File: src/rtl/cai_pkg.sv
// Package for the checked 64-bit ALU: transaction structs, codes and
// shared constants. No dependencies; every other rtl file imports it.
`default_nettype none
package cai_pkg;

  localparam int unsigned DATA_W    = 64;
  localparam int unsigned NUM_CELLS = DATA_W;

  localparam logic [DATA_W-1:0] MIN_VAL   = {1'b1, {(DATA_W-1){1'b0}}};
  localparam logic [DATA_W-1:0] MAX_VAL   = {1'b0, {(DATA_W-1){1'b1}}};
  localparam logic [DATA_W-1:0] MINUS_ONE = {DATA_W{1'b1}};

  typedef enum logic [2:0] {
    FN_LITERAL   = 3'd0,
    FN_NEGATE    = 3'd1,
    FN_ADD       = 3'd2,
    FN_SUBTRACT  = 3'd3,
    FN_MULTIPLY  = 3'd4,
    FN_DIVIDE    = 3'd5,
    FN_REMAINDER = 3'd6
  } func_t;

  typedef enum logic [1:0] {
    ST_OK       = 2'd0,
    ST_OVERFLOW = 2'd1,
    ST_DIV_ZERO = 2'd2,
    ST_REM_ZERO = 2'd3
  } status_t;

  typedef enum logic [1:0] {
    OP_PASS = 2'd0,
    OP_MUL  = 2'd1,
    OP_DIV  = 2'd2
  } cell_op_t;

  typedef struct packed {
    logic [2:0]               func;
    logic signed [DATA_W-1:0] operand_a;
    logic signed [DATA_W-1:0] operand_b;
  } in_t;

  typedef struct packed {
    logic signed [DATA_W-1:0] value;
    logic [1:0]               status;
  } out_t;

  // Work carried from cell to cell
  typedef struct packed {
    cell_op_t          op;
    logic              is_rem;
    logic              neg;
    status_t           st;
    logic [DATA_W-1:0] hi;
    logic [DATA_W-1:0] lo;
    logic [DATA_W-1:0] mb;
  } cell_t;

endpackage
`default_nettype wire

File: src/rtl/cai_post.sv
// Back end: product range check, quotient/remainder pick, sign and
// zeroing on error. Depends on cai_pkg.
`default_nettype none
module cai_post (
  input  cai_pkg::cell_t cell_data,
  output cai_pkg::out_t  out_data
);
  import cai_pkg::*;

  logic [DATA_W-1:0] limit;
  logic [DATA_W-1:0] mag;
  logic [DATA_W-1:0] sval;
  status_t           st;

  assign limit = cell_data.neg ? MIN_VAL : MAX_VAL;

  always_comb begin
    st  = cell_data.st;
    mag = cell_data.lo;
    case (cell_data.op)
      OP_MUL: begin
        if (cell_data.hi != '0 || cell_data.lo > limit) st = ST_OVERFLOW;
      end
      OP_DIV: begin
        mag = cell_data.is_rem ? cell_data.hi : cell_data.lo;
      end
      default: begin
        mag = cell_data.lo;
      end
    endcase
  end

  assign sval = (cell_data.op != OP_PASS && cell_data.neg) ? (~mag + 1'b1) : mag;

  assign out_data.value  = (st == ST_OK) ? sval : '0;
  assign out_data.status = st;

endmodule
`default_nettype wire

File: config.mk
export PLATFORM = sky130hd
export DESIGN_NAME = cai_post
export DESIGN_NICKNAME = d
export VERILOG_FILES = /design/src/rtl/cai_pkg.sv /design/src/rtl/cai_post.sv
export SDC_FILE = /design/constraint.sdc
export NUM_CORES = 1
export LEC_CHECK = 0
export ABC_AREA = 0
export BUFFER_PORTS_ARGS = -buffer_cell sky130_fd_sc_hd__buf_2
export CORE_MARGIN = 5
export CORE_UTILIZATION = 50
export DETAILED_ROUTE_END_ITERATION = 8
export PLACE_DENSITY_LB_ADDON = 0.05
export SLEW_MARGIN = 30
export SYNTH_ARGS = -nofsm -noshare
export SYNTH_HDL_FRONTEND = slang
export SYNTH_SLANG_ARGS = --single-unit
export TNS_END_PERCENT = 10
File: constraint.sdc
create_clock -name vclk -period 7.8
set_input_delay 0.78 -clock vclk [all_inputs]
set_output_delay 0.78 -clock vclk [all_outputs]
set_load 0.03 [all_outputs]
**After elaboration in Yosys (flattened, before gate mapping)**

Index checks and enable logic that the tools add are counted.
W data, S select, Z words.

- Add/subtract/negate cells: 1
- Order comparisons: 1
- Eq/ne operators: 2
- Muxes and demuxes: 7
- Bitwise logic cells: 1
- Reductions and logical operators: 5

Operators by type and width:

| kind | number |
|---|---|
| $mux W64 | 5 |
| $add A64 B1 Y64 const B | 1 |
| $gt A64 B64 Y1 | 1 |
| $not A64 Y64 | 1 |
| $reduce_bool A64 Y1 | 1 |
| $mux W2 | 2 |
| $eq A2 B1 Y1 const B | 1 |
| $eq A2 B2 Y1 const B | 1 |
| $logic_not A2 Y1 | 1 |
| $reduce_bool A2 Y1 | 1 |
| $logic_and A1 B1 Y1 | 1 |
| $logic_or A1 B1 Y1 | 1 |

- Register bits after elaboration: 0
- Bits of input ports: 198

**Longest topological paths before layout**

Gate-level depths: netlist of run 1.

- Depth after elaboration: 7
- Mapped depth: 15
- Mapped depth without buffers: 9

**Least setup slack after synthesis of run 1**

No wires, ideal clock.

- Kind: in2out
- Start: input cell_data[196] (netlist name)
- End: output out_data[50] (netlist name)
- Arrival: 4175 ps
- Required time: 7020 ps
- Slack: 2845 ps
- Stages: 13
- Buffers on the path: 6
- Path through: nand3b_1 > buf_2 > buf_2 > buf_2 > clkbuf_1 > buf_2 > mux2i_1 > ha_1 > buf_1 > nand3_1 > nor4b_1 > nor3_1 > nor3_1

RTL lines:

| item | line | source |
|---|---|---|
| start: declaration | cai_post.sv:5 | `input cai_pkg::cell_t cell_data,` |
| end: declaration | cai_post.sv:6 | `output cai_pkg::out_t out_data` |

==> flow_metrics.py, run 1 <==
metrics = {
    "timing": {
        "hold_viol": 0,
        "fmax_mhz": 189,
        "period_share_pct": 67.8,
        "setup_ws_ns": 2.51,
        "holdWs_ns": 1.93,
        "final_max_slew_viol_count": 0,
        "finalSetupTns_ns": 0,
        "min_period_ns": 5.29,
        "rsz0062_at_grt": "false",
        "relSlewSlack_pct": 37.7,
        "worst_pin_slew_ns": 0.931,
        "finalSetupViolations": 0,
    },
    "global_routing": {
        "grtUsageTotal_pct": 30.0,
        "overflow": 0,
        "grt_pass1_vias": 6338,
        "antenna_found_initial": 1,
        "grt_max_degree": 65,
        "grt_pass1_wl_um": 30200,
    },
    "clocking": {
        "cts_setup_buffers": 0,
        "hold_buffers": 0,
        "ctsResizeCount": 0,
    },
    "synthesis": {
        "synth_top_family_by_area": "simple AND/OR/NAND/NOR gates",
        "yosys.area_share.simple_pct": 35.9,
        "syn_area_mm2": 0.00498,
        "synthCells": 739,
        "avgSynthCellArea_um2": 6.74,
        "muxShareOfSynthArea_pct": 14.6,
        "synth_fa_ha_area_share_pct": 16.3,
        "synth_compound_area_share_pct": 20.2,
        "yosys_warnings": 0,
        "synth.distinct_cells": 62,
        "synthesis.nets": 1002,
        "ys_seq_area_share_pct": 0,
        "synth_xor_area_share_pct": 9.85,
    },
    "critical_path": {
        "path_class": "input port to output pin",
        "crit_path_start_kind": "input port",
        "endpoint": "out_data[34]",
        "critPathMaxFanout": 36,
        "end_kind": "output pin",
        "arrival_ns": 4.51,
        "cp_data_required_time_ns": 7.02,
        "critPathLaunch": "cell_data[194]",
    },
    "routing": {
        "drtIter0Drc": 478,
        "drc_errors": 0,
        "post_drt_wl_per_cell_um": 18.1,
        "drtAntennaViolNets": 0,
        "firstDrtPassIters": 6,
        "vias_per_cell": 6.26,
        "vias": 6561,
        "routed_wl_um": 19000,
    },
    "final_layout": {
        "register_area_um2": 0,
        "areaGrowthSynthToFinish_pct": 22.5,
        "fin_util_pct": 62.7,
        "n_fill_cell": 990,
        "num-nets-final": 1179,
        "seq_cells": 0,
        "multiInputGateArea_mm2": 0.00484,
        "layout_commonest_cell": "buf_2",
        "mostFrequentLayoutCells": "buf_2 (200), nor2_1 (108), mux2i_1 (68), ha_1 (65), nand2_1 (61)",
        "drive_gt1_share_pct": 24.6,
        "final_cells": 1048,
        "nClkBuffers": 0,
        "design_area_mm2": 0.00610,
    },
    "floorplan": {
        "die_y_um": 110,
        "start_util_pct": 51.2,
        "core_mm2": 0.00973,
        "fp-row-count": 36,
        "die_width_um": 110,
        "io_pins": 264,
        "die-area_mm2": 0.0121,
    },
    "power_and_ir_drop": {
        "ir_worst_vdd_uv": 46.8,
        "cellPowerDensity_mw_per_mm2": 56.4,
        "total_power_mw": 0.344,
        "p_leak_nw": 2.94,
    },
    "place": {
        "numPlacedInstances": 1046,
        "place.port_buffers": 200,
        "place_ws_ns": 2.33,
        "placed_cell_area_mm2": 0.00608,
        "place_hpwl_um": 15400,
        "gp_congestion": 0.947,
    },
    "status": {
        "status": "completed",
    },
    "worst_hold_path": {
        "hold_class": "input port to output pin",
    },
    "job": {
        "drv_cap": 0,
    },
}
-- worst min path at each step --
stage	cells after the start	endpoint	start
finish	3	out_data[1]	cell_data[193]
global route	3	out_data[0]	cell_data[192]
CTS	3	out_data[1]	cell_data[193]
detailed placement	3	out_data[1]	cell_data[193]
global placement	3	out_data[1]	cell_data[193]
floorplan	1	out_data[1]	cell_data[193]
-- cells in the mapped netlist, types with 5 or more instances --
master,instances,area share (%)
a31oi_1,9,1.1
nor2_1,109,8.2
nor3_1,50,5.0
o31ai_1,12,1.8
nand2_1,61,4.6
or3_1,15,1.9
mux2i_1,68,14
and3_1,5,0.63
nand3_1,25,2.5
a211oi_1,5,0.75
nor4_1,37,4.6
o41ai_1,6,1.1
a21o_1,14,2.1
xnor2_1,40,7.0
buf_2,16,1.6
clkbuf_1,15,1.1
o21ai_0,32,3.2
nand4_1,20,2.5
xor2_1,16,2.8
a21oi_1,34,3.4
ha_1,65,16
-- kinds of logic (layout without fill, tap and decap cells) --
family / Yosys count / in the layout
other: 0 / 1
and+or+nand+nor: 359 / 359
buffers and inverters: 37 / 212
xor gates and xnor gates: 56 / 56
AOI/OAI and AO/OA: 150 / 150
adders and majority gates: 65 / 65
muxes: 72 / 72
-- layer usage --
metal / up-vias / global-route usage [%] / routed length (µm)
met5: - / 0 / 0
met4: 0 / 4.90 / 308
met3: 27 / 3.76 / 1640
met2: 309 / 51.5 / 8830
met1: 3048 / 40.5 / 8220
li1: 3177 / - / -
-- worst max-delay path, stage by stage --
cell and delay (ns):
buf_2 0.46, buf_4 0.48, ha_1 0.21, nand4_1 0.20
nor4_1 0.38, and3_1 0.28, nor3b_1 0.25, a2111oi_2 0.14
a31oi_4 0.44, buf_8 0.25, buf_4 0.33, nor2_1 0.10
buf_2 0.19
-- power by group --
part | total [mW] | internal (mW) | switching, mW
Sequential | 0 | 0 | 0
Combinational | 0.344 | 0.133 | 0.211
Clock | 0.0000000172 | 0.0000000171 | 0
Total | 0.344 | 0.133 | 0.211
-- area by class of cell --
class / count / area share, %
multi-input cells: 702 / 79.4
repair buffers: 209 / 17.6
diodes: 1 / 0.0410
well taps: 133 / 2.73
inverters: 3 / 0.185
Note: power is estimated with default switching activity, not from simulation.
==> inputs of run 2 (changes only) <==
CORE_UTILIZATION = 44   (was 50)
clock period = 4.5 ns   (was 7.8 ns; I/O delays follow)
==> flow_metrics.py, run 2 (synthesized netlist as in run 1, its figures left out) <==
metrics = {
    "floorplan": {
        "io_pins": 264,
        "core_mm2": 0.0110,
        "die-area_mm2": 0.0135,
        "die_width_um": 116,
        "start_util_pct": 45.3,
        "fp-row-count": 38,
        "die_y_um": 116,
    },
    "routing": {
        "vias_per_cell": 6.23,
        "drc_errors": 0,
        "routed_wl_um": 20100,
        "drtAntennaViolNets": 0,
        "firstDrtPassIters": 8,
        "vias": 6661,
        "drtIter0Drc": 533,
        "post_drt_wl_per_cell_um": 18.8,
    },
    "place": {
        "gp_congestion": 0.932,
        "place.port_buffers": 200,
        "numPlacedInstances": 1068,
        "place_hpwl_um": 16400,
    },
    "global_routing": {
        "overflow": 0,
        "grt_max_degree": 44,
        "grt_pass1_vias": 6352,
        "grt_use_met3_pct": 2.59,
        "grt_pass1_wl_um": 31800,
        "grtUsageTotal_pct": 28.2,
        "met1_usage_pct": 38.7,
        "antenna_found_initial": 0,
        "grt_most_used_layer": "met2",
        "grtUsageMet2_pct": 49.1,
    },
    "timing": {
        "relSlewSlack_pct": 37.4,
        "finalSetupTns_ns": 0,
        "rsz0062_at_grt": "false",
        "min_period_ns": 4.17,
        "finalSetupViolations": 0,
        "worst_pin_slew_ns": 0.938,
        "fmax_mhz": 240,
        "period_share_pct": 92.6,
        "final_max_slew_viol_count": 0,
        "hold_viol": 0,
    },
    "final_layout": {
        "diodes": 0,
        "layout_commonest_cell": "buf_2",
        "mostFrequentLayoutCells": "buf_2 (200), nor2_1 (108), mux2i_1 (68), ha_1 (65), nand2_1 (61)",
        "num-nets-final": 1195,
        "nClkBuffers": 0,
        "areaGrowthSynthToFinish_pct": 25.5,
        "register_area_um2": 0,
        "drive_gt1_share_pct": 26.0,
        "seq_cells": 0,
        "fin_util_pct": 56.9,
        "final_cells": 1070,
    },
    "power_and_ir_drop": {
        "ir_worst_vdd_uv": 72.2,
        "p_leak_nw": 3.02,
        "cellPowerDensity_mw_per_mm2": 97.7,
        "total_power_mw": 0.610,
    },
    "worst_hold_path": {
        "whs_path_depth": 3,
        "hold_class": "input port to output pin",
    },
    "status": {
        "status": "completed",
    },
    "critical_path": {
        "path_class": "input port to output pin",
        "crit_path_start_kind": "input port",
        "end_kind": "output pin",
        "arrival_ns": 3.72,
        "cp_data_required_time_ns": 4.05,
        "critPathMaxFanout": 33,
    },
    "job": {
        "drv_cap": 0,
    },
}
run 2: cell count changes in the layout (fill, tap and decap cells not counted):
cell and change:
o21ai_4 +1, buf_8 -1, a31oi_2 +1, buf_12 +1, buf_4 +15, o21ai_2 -1, a311oi_2 +1, diode_2 -1
a311oi_1 -1
run 2: layout make-up:
class | instances | area [µm²]
Tap cell | 140 | 175
Timing Repair Buffer | 224 | 1190
Inverter | 3 | 11.3
Fill cell | 1140 | 4730
Multi-Input combinational cell | 703 | 4870
run 2: routing by layer:
layer  wire [µm]  share of wire (%)
met4         286                1.4
met5           0                  0
met3        1710                8.5
met2        9500                 47
met1        8630                 43
run 2: critical path, cell delays in order:
cell and delay (ns):
buf_2 0.23, buf_12 0.23, ha_1 0.31, nand4_1 0.16
or4_1 0.59, nor4_1 0.28, nand4_1 0.14, a21oi_1 0.46
a31oi_4 0.07, buf_4 0.24, nor3_1 0.27, buf_2 0.25
run 2: final timing paths:
| check | startpoint | to | slack [ns] |
|---|---|---|---|
| worst max-delay path | cell_data[194] | out_data[50] | 0.33 |
| worst min-delay path | cell_data[193] | out_data[1] | 1.26 |
run 2: per-stage QoR:
step	area [µm²]	worst slack (ns)	hold WS, ns
after floorplan	4980	0.205	1.09
after CTS	6220	0.152	1.26
after detailed placement	6220	0.150	1.26
final	6250	0.331	1.26
after global placement	6210	0.195	1.25
after global routing	6250	0.133	1.28
run 2: timing repair:
item / 4_1_cts / 5_1_grt
hold endpoints to repair: 0 / 0
setup buffers: 0 / 1
hold buffers: 0 / 0
resized for setup: 0 / 1
endpoints found under the setup margin: 0 / 33
run 2: report_power, final:
part	total, mW	internal [mW]	switching (mW)
Combinational	0.610	0.236	0.374
Clock	0	0	0
Sequential	0	0	0
