==> src/rtl/cai_pkg.sv <==
// Package for the checked 64-bit ALU: transaction structs, codes and
// shared constants. No dependencies; every other rtl file imports it.
`default_nettype none
package cai_pkg;

  localparam int unsigned DATA_W    = 64;
  localparam int unsigned NUM_CELLS = DATA_W;

  localparam logic [DATA_W-1:0] MIN_VAL   = {1'b1, {(DATA_W-1){1'b0}}};
  localparam logic [DATA_W-1:0] MAX_VAL   = {1'b0, {(DATA_W-1){1'b1}}};
  localparam logic [DATA_W-1:0] MINUS_ONE = {DATA_W{1'b1}};

  typedef enum logic [2:0] {
    FN_LITERAL   = 3'd0,
    FN_NEGATE    = 3'd1,
    FN_ADD       = 3'd2,
    FN_SUBTRACT  = 3'd3,
    FN_MULTIPLY  = 3'd4,
    FN_DIVIDE    = 3'd5,
    FN_REMAINDER = 3'd6
  } func_t;

  typedef enum logic [1:0] {
    ST_OK       = 2'd0,
    ST_OVERFLOW = 2'd1,
    ST_DIV_ZERO = 2'd2,
    ST_REM_ZERO = 2'd3
  } status_t;

  typedef enum logic [1:0] {
    OP_PASS = 2'd0,
    OP_MUL  = 2'd1,
    OP_DIV  = 2'd2
  } cell_op_t;

  typedef struct packed {
    logic [2:0]               func;
    logic signed [DATA_W-1:0] operand_a;
    logic signed [DATA_W-1:0] operand_b;
  } in_t;

  typedef struct packed {
    logic signed [DATA_W-1:0] value;
    logic [1:0]               status;
  } out_t;

  // Work carried from cell to cell
  typedef struct packed {
    cell_op_t          op;
    logic              is_rem;
    logic              neg;
    status_t           st;
    logic [DATA_W-1:0] hi;
    logic [DATA_W-1:0] lo;
    logic [DATA_W-1:0] mb;
  } cell_t;

endpackage
`default_nettype wire

==> src/rtl/cai_cell.sv <==
// One cell of the row: one shift-add multiply step or one restoring
// divide step per transaction, registered. Depends on cai_pkg.
`default_nettype none
module cai_cell (
  input  logic           clk,
  input  logic           rst_n,
  input  logic           adv,
  input  logic           in_valid,
  input  cai_pkg::cell_t in_cell,
  output logic           out_valid,
  output cai_pkg::cell_t out_cell
);
  import cai_pkg::*;

  logic              valid_r;
  cell_t             cell_r;
  cell_t             cell_nxt;
  logic [DATA_W:0]   sum;
  logic [DATA_W:0]   t;
  logic [DATA_W+1:0] dif;

  assign sum = {1'b0, in_cell.hi} + (in_cell.lo[0] ? {1'b0, in_cell.mb} : '0);
  assign t   = {in_cell.hi, in_cell.lo[DATA_W-1]};
  assign dif = {1'b0, t} - {2'b00, in_cell.mb};

  always_comb begin
    cell_nxt = in_cell;
    case (in_cell.op)
      OP_MUL: begin
        cell_nxt.hi = sum[DATA_W:1];
        cell_nxt.lo = {sum[0], in_cell.lo[DATA_W-1:1]};
      end
      OP_DIV: begin
        if (!dif[DATA_W+1]) begin
          cell_nxt.hi = dif[DATA_W-1:0];
          cell_nxt.lo = {in_cell.lo[DATA_W-2:0], 1'b1};
        end else begin
          cell_nxt.hi = t[DATA_W-1:0];
          cell_nxt.lo = {in_cell.lo[DATA_W-2:0], 1'b0};
        end
      end
      default: begin
        cell_nxt = in_cell;
      end
    endcase
  end

  always_ff @(posedge clk) begin
    if (!rst_n) begin
      valid_r <= 1'b0;
    end else if (adv) begin
      valid_r <= in_valid;
    end
  end

  always_ff @(posedge clk) begin
    if (adv) begin
      cell_r <= cell_nxt;
    end
  end

  assign out_valid = valid_r;
  assign out_cell  = cell_r;

endmodule
`default_nettype wire

==> config.mk <==
export PLATFORM = sky130hd
export DESIGN_NAME = cai_cell
export DESIGN_NICKNAME = d
export VERILOG_FILES = /design/src/rtl/cai_pkg.sv /design/src/rtl/cai_cell.sv
export SDC_FILE = /design/constraint.sdc
export NUM_CORES = 1
export LEC_CHECK = 0
export BUFFER_PORTS_ARGS = -buffer_cell sky130_fd_sc_hd__buf_2
export CORE_ASPECT_RATIO = 1.1
export CORE_MARGIN = 2
export CORE_UTILIZATION = 55
export CTS_CLUSTER_SIZE = 10
export DETAILED_ROUTE_END_ITERATION = 8
export PLACE_DENSITY_LB_ADDON = 0.12
export SYNTH_ARGS = -nofsm -noshare
export SYNTH_HDL_FRONTEND = slang
export SYNTH_SLANG_ARGS = --single-unit
==> constraint.sdc <==
create_clock -name clk -period 5.34 [get_ports clk]
set_clock_uncertainty 0.2 [all_clocks]
set_input_delay 1.068 -clock clk [delete_from_list [all_inputs] [get_ports clk]]
set_output_delay 1.068 -clock clk [all_outputs]
set_load 0.05 [all_outputs]
; ---- Word-level counts from Yosys, hierarchy flattened
; Index checks and enable logic that the tools add are counted.
; Widths: inputs -> output; s select.
[word_totals]
ff_bits = 199
in_bits = 202
output_inout_bits = 199
word_cells = 15
[op_classes]
n_addsub = 2
n_eq_ne = 2
n_mux = 3
[op_table]
columns = cell, count
row1 = $pmux 128 s2, 1
row2 = $mux 128, 1
row3 = $sub 65x64->66, 1
row4 = $add 64x64->65, 1
row5 = $mux 64, 1
row6 = $eq 2x1->1 const B, 1
row7 = $eq 2x2->1 const B, 1

; ---- Depth between registers and ports, before layout
[logic_depth]
depth_word = 3
depth_mapped = 17

; ---- Worst setup path before layout
; OpenSTA, ideal clock, no wires.
[synth_path]
path_type = input-to-reg
start = in in_cell[64] (netlist bit)
end = reg cell_r, in the netlist out_cell[190] (data pin)
setup_ns = 0.259
t_arrival_ns = 4.407
required_time_ns = 4.881
setup_slack_ns = 0.474
cell_stages = 16
n_path_buf = 3
cell_sequence = clkbuf_1 -> clkbuf_1 -> and2_1 -> ha_1 -> buf_2 -> nand2_1 -> or3_1 -> or2_0 -> a211oi_2 -> and4bb_1 -> o31ai_4 -> a31oi_2 -> nor4b_2 -> nor3_1 -> a311o_1 -> a211o_1
[synth_lines]
columns = item, line_no
row1 = start: declaration, cai_cell.sv:9  ; input cai_pkg::cell_t in_cell,
row2 = end signal: assignment, cai_cell.sv:58  ; cell_r <= cell_nxt;
row3 = end: declaration, cai_cell.sv:16  ; cell_t cell_r;

==> flow_summary.toml <==
[power]
switching_share_pct = 41.87
vdd_drop_max_mv = 0.2333
intPower_uw = 3316
clockPowerShare_pct = 23.8
leakagePower_uw = 0.009157
net-switching-power_uw = 2388
power.combinational.fraction_pct = 41.8
power.sequential.fraction_pct = 34.4
power_density_nw_per_um2 = 279.1

[sta]
finalSetupViolations = 0
maxSlewHeadroom_pct = 26.13
fmax_ghz = 0.1908
rsz_0062_raised_after_global_routing = "no"
finalCriticalPeriod_ps = 5240
worst_pin_slew_ps = 1106
report.final.hold_viol_count = 0
maxSlewViolCount = 0
final_min_period_over_clock_period_pct = 98.14
whs_ps = 335.1

[cts]
cts.sink_count = 199
cts_buffer_count = 17
ctsHoldBuffers = 0
clockBufferDepth = 2
cts_htree_levels = 4
cts_tree = "done"
postCtsSetupRepairBufs = 0
worstSkewPairLatency_ps = 460
cts_repair_resize_count = 0
clkSlewWorstSetupHoldPaths_ps = 80
cts-root-buf = "sky130_fd_sc_hd__clkbuf_16"

[synthesis]
synth.yosys.seq_area_share_pct = 34.72
yosys_warning_count = 0
yosys.cell_types.count = 85
post-synth-top-area-cell = "sky130_fd_sc_hd__edfxtp_1"
number_of_enable_type_register_cells_in_the_synthesized_netlist = 198
yosysTopAreaCellShare_pct = 34.61
synthCells = 1938
post_synth.cell_area_avg_um2 = 8.865
netlist_area_um2 = 17180
async_flop_share_pct = 0
postSynthRegisterBits = 199
synth.net_count = 2272
leading_cell_types_by_total_area_after_synthesis = "sky130_fd_sc_hd__edfxtp_1, sky130_fd_sc_hd__ha_1, sky130_fd_sc_hd__o21ai_0, sky130_fd_sc_hd__nand2_1, sky130_fd_sc_hd__a21oi_1"
synth_top_flop_cell = "sky130_fd_sc_hd__edfxtp_1"

[worst_setup_path]
cpMaxStageDelayCell = "sky130_fd_sc_hd__a2111oi_2"
crit_fanout = 3
worstPathCellList = "buf_2 -> inv_1 -> ha_1 -> inv_1 -> fa_1 -> a21oi_1 -> o211ai_1 -> nand4_1 -> a31oi_1 -> o211ai_1 -> a2111oi_2 -> o21a_1 -> o21ai_1 -> a2111oi_1 -> mux2i_1 -> a211o_1"
critical_path_arrival_ps = 5260
endpoint_kind = "flop"
setup.worst_path.start_class = "input port"
critPathBufInv = 3
timing_worst_setup_path_type = "in -> reg"
worstPathRequired_ps = 5360
critPathTopFamily = "compound AO/OA/AOI/OAI gates"
critical_path.max_stage_delay_ps = 620

[final_layout]
final_core_utilization_pct = 66.80
fin_nets = 2642
nFillCells = 2603
layout-drive-gt1-share_pct = 23.74
area.growth.synth_to_final_pct = 18.97

[route]
viasPerCell = 6.250
drtAntennaViolNets = 0
drt_wl_total_mm = 59.67
drt_first_pass_iters = 6
wl_per_cell_um = 21.81
drc = 0
vias = 17100
drt-initial-drc-count = 1841

[placement]
portBuffers = 400
finalWeightedCongestion = 1.024
half_perimeter_wire_length_after_placement_mm = 46.41

[global_routing]
antenna_found_initial = 2
grt_max_degree = 236
globalRouteOverflowTotal = 0
grt_pass1_wl_mm = 90.77
total_global_routing_track_utilization_pct = 35.41
grt_pass1_vias = 16160

[floorplan]
floorplan.rows = 67
die_area_um2 = 32670
design.portCount = 401
floorplan.initialDensity_pct = 56.15
fp.coreArea_um2 = 30600
die_height_um = 189.4
chipWidth_um = 172.5

[hold_path]
hold_class = "reg -> reg"

[run]
drv_cap = 0

[run_status]
status = "finished, final reports clean"
## layout make-up
cell class                 count  area (um2)  area share (%)
clock buffer                  17       425.4           2.081
timing repair buffer         464        2579           12.62
tap                          414       518.0           2.534
multi-input combinational   1518       10360           50.69
inverter                     108       405.4           1.983
antenna                        1       2.502         0.01224
sequential                   199        5966           29.19
clock inverter                15       183.9          0.8999
## worst register-to-register path, delay by kind of cell (launching register included)
| family | cells | cell delay [ps] |
|---|---|---|
| simple gates | 1 | 60 |
| flops | 1 | 310 |
| mux | 1 | 130 |
## power by group through the flow
stage / Clock, uW / Combinational (uW) / Sequential (uW)
after floorplan: 0 / 1070 / 2560
after global placement: 0 / 2320 / 2000
after detailed placement: 0 / 2340 / 2000
after CTS: 1360 / 2350 / 1970
after global routing: 1410 / 2530 / 1980
final: 1360 / 2380 / 1960
## per-layer routing
metal | GRT usage, % | up-vias | wire, um
li1 | - | 7950 | -
met1 | 45.49 | 8048 | 23970
met2 | 58.85 | 928 | 27830
met3 | 5.904 | 173 | 5197
met4 | 15.91 | 2 | 2668
met5 | 0 | - | 9
## metrics by stage
stage	setup WS, ps	total power [uW]	setup TNS (ps)	cell area (um2)	instances
floorplan	474.0	3632	0	17180	1938
global placement	-120.9	4319	-120.9	19830	2703
detailed placement	-236.4	4339	-236.4	19830	2703
CTS	213.4	5678	0	20440	2735
global route	87.03	5919	0	20440	2736
finish	99.56	5704	0	20440	2736
## layout by cell type (no fill, tap or decap), types with 7 or more instances in the layout
master                      instances
sky130_fd_sc_hd__nor2b_1           13
sky130_fd_sc_hd__nand2_1          215
sky130_fd_sc_hd__a31o_2             7
sky130_fd_sc_hd__o21a_1            17
sky130_fd_sc_hd__mux2_2            15
sky130_fd_sc_hd__o21bai_1          18
sky130_fd_sc_hd__nand4_1           33
sky130_fd_sc_hd__a221oi_1          10
sky130_fd_sc_hd__a21oi_1          159
sky130_fd_sc_hd__o211ai_1          18
sky130_fd_sc_hd__inv_1            108
sky130_fd_sc_hd__edfxtp_1         198
sky130_fd_sc_hd__a211oi_1          15
sky130_fd_sc_hd__mux2_4             7
sky130_fd_sc_hd__clkbuf_16         17
sky130_fd_sc_hd__or3_1              8
sky130_fd_sc_hd__nor3_1            22
sky130_fd_sc_hd__nand2b_1          12
sky130_fd_sc_hd__a21o_1            83
sky130_fd_sc_hd__a31oi_1           22
sky130_fd_sc_hd__mux2_1            12
sky130_fd_sc_hd__a221oi_2           7
sky130_fd_sc_hd__nand3_1           31
sky130_fd_sc_hd__ha_1             128
sky130_fd_sc_hd__buf_4             57
sky130_fd_sc_hd__and2_1            73
sky130_fd_sc_hd__a21boi_0           7
sky130_fd_sc_hd__o21ai_1           12
sky130_fd_sc_hd__xor2_1            46
sky130_fd_sc_hd__o21ai_0          162
sky130_fd_sc_hd__buf_12             7
sky130_fd_sc_hd__xnor2_1           70
sky130_fd_sc_hd__and3_1            11
sky130_fd_sc_hd__a22oi_1           98
sky130_fd_sc_hd__buf_2            399
sky130_fd_sc_hd__nor2_1            80
sky130_fd_sc_hd__mux2i_1           14
## path summary, 6_finish.rpt
| kind | start | to | slack (ps) | cells after the start |
|---|---|---|---|---|
| min reg2reg | out_valid | out_valid | 340 | 2 |
| max | in_cell[127] | out_cell[190] | 100 | 16 |
| max reg2reg | out_valid | out_valid | 4540 | 2 |
| min | out_valid | out_valid | 340 | 2 |
## cell usage after synthesis, types with 6 or more instances
cell	n
sky130_fd_sc_hd__buf_2	11
sky130_fd_sc_hd__a21boi_0	7
sky130_fd_sc_hd__or3_1	8
sky130_fd_sc_hd__a221oi_1	10
sky130_fd_sc_hd__a22oi_1	98
sky130_fd_sc_hd__buf_1	6
sky130_fd_sc_hd__nor2b_1	13
sky130_fd_sc_hd__nand2_1	215
sky130_fd_sc_hd__nand2b_1	12
sky130_fd_sc_hd__a21o_1	83
sky130_fd_sc_hd__clkbuf_1	91
sky130_fd_sc_hd__inv_1	108
sky130_fd_sc_hd__o21ai_0	162
sky130_fd_sc_hd__mux2_4	7
sky130_fd_sc_hd__and2_1	73
sky130_fd_sc_hd__o21a_1	17
sky130_fd_sc_hd__o31a_1	7
sky130_fd_sc_hd__a211oi_1	15
sky130_fd_sc_hd__and3_1	11
sky130_fd_sc_hd__o211ai_1	18
sky130_fd_sc_hd__xor2_1	46
sky130_fd_sc_hd__a21oi_1	159
sky130_fd_sc_hd__xnor2_1	70
sky130_fd_sc_hd__mux2i_1	14
sky130_fd_sc_hd__a31oi_1	22
sky130_fd_sc_hd__edfxtp_1	198
sky130_fd_sc_hd__mux2_1	12
sky130_fd_sc_hd__mux2_2	15
sky130_fd_sc_hd__nand3_1	31
sky130_fd_sc_hd__o21ai_1	12
sky130_fd_sc_hd__a221oi_2	7
sky130_fd_sc_hd__nand4_1	33
sky130_fd_sc_hd__ha_1	130
sky130_fd_sc_hd__nor3_1	22
sky130_fd_sc_hd__o21bai_1	18
sky130_fd_sc_hd__a31o_2	7
sky130_fd_sc_hd__o221ai_1	6
sky130_fd_sc_hd__nor2_1	80
## cell families (layout without fill, tap and decap cells)
| group | count (synthesis) | in the layout | share of synthesized area [%] |
|---|---|---|---|
| compound gates | 700 | 700 | 26.73 |
| xor+xnor | 116 | 116 | 5.914 |
| fa+ha+maj | 132 | 132 | 9.701 |
| buf+inv | 221 | 604 | 5.127 |
| flops | 199 | 199 | 34.72 |
| mux | 48 | 48 | 3.197 |
| other cells | 0 | 1 | 0 |
| simple gates | 522 | 522 | 14.61 |
## registers in the layout, summed over array words and instances, names as in the netlist
| signal | flops |
|---|---|
| out_cell | 198 |
| out_valid | 1 |
(Power assumes the default switching activity.)
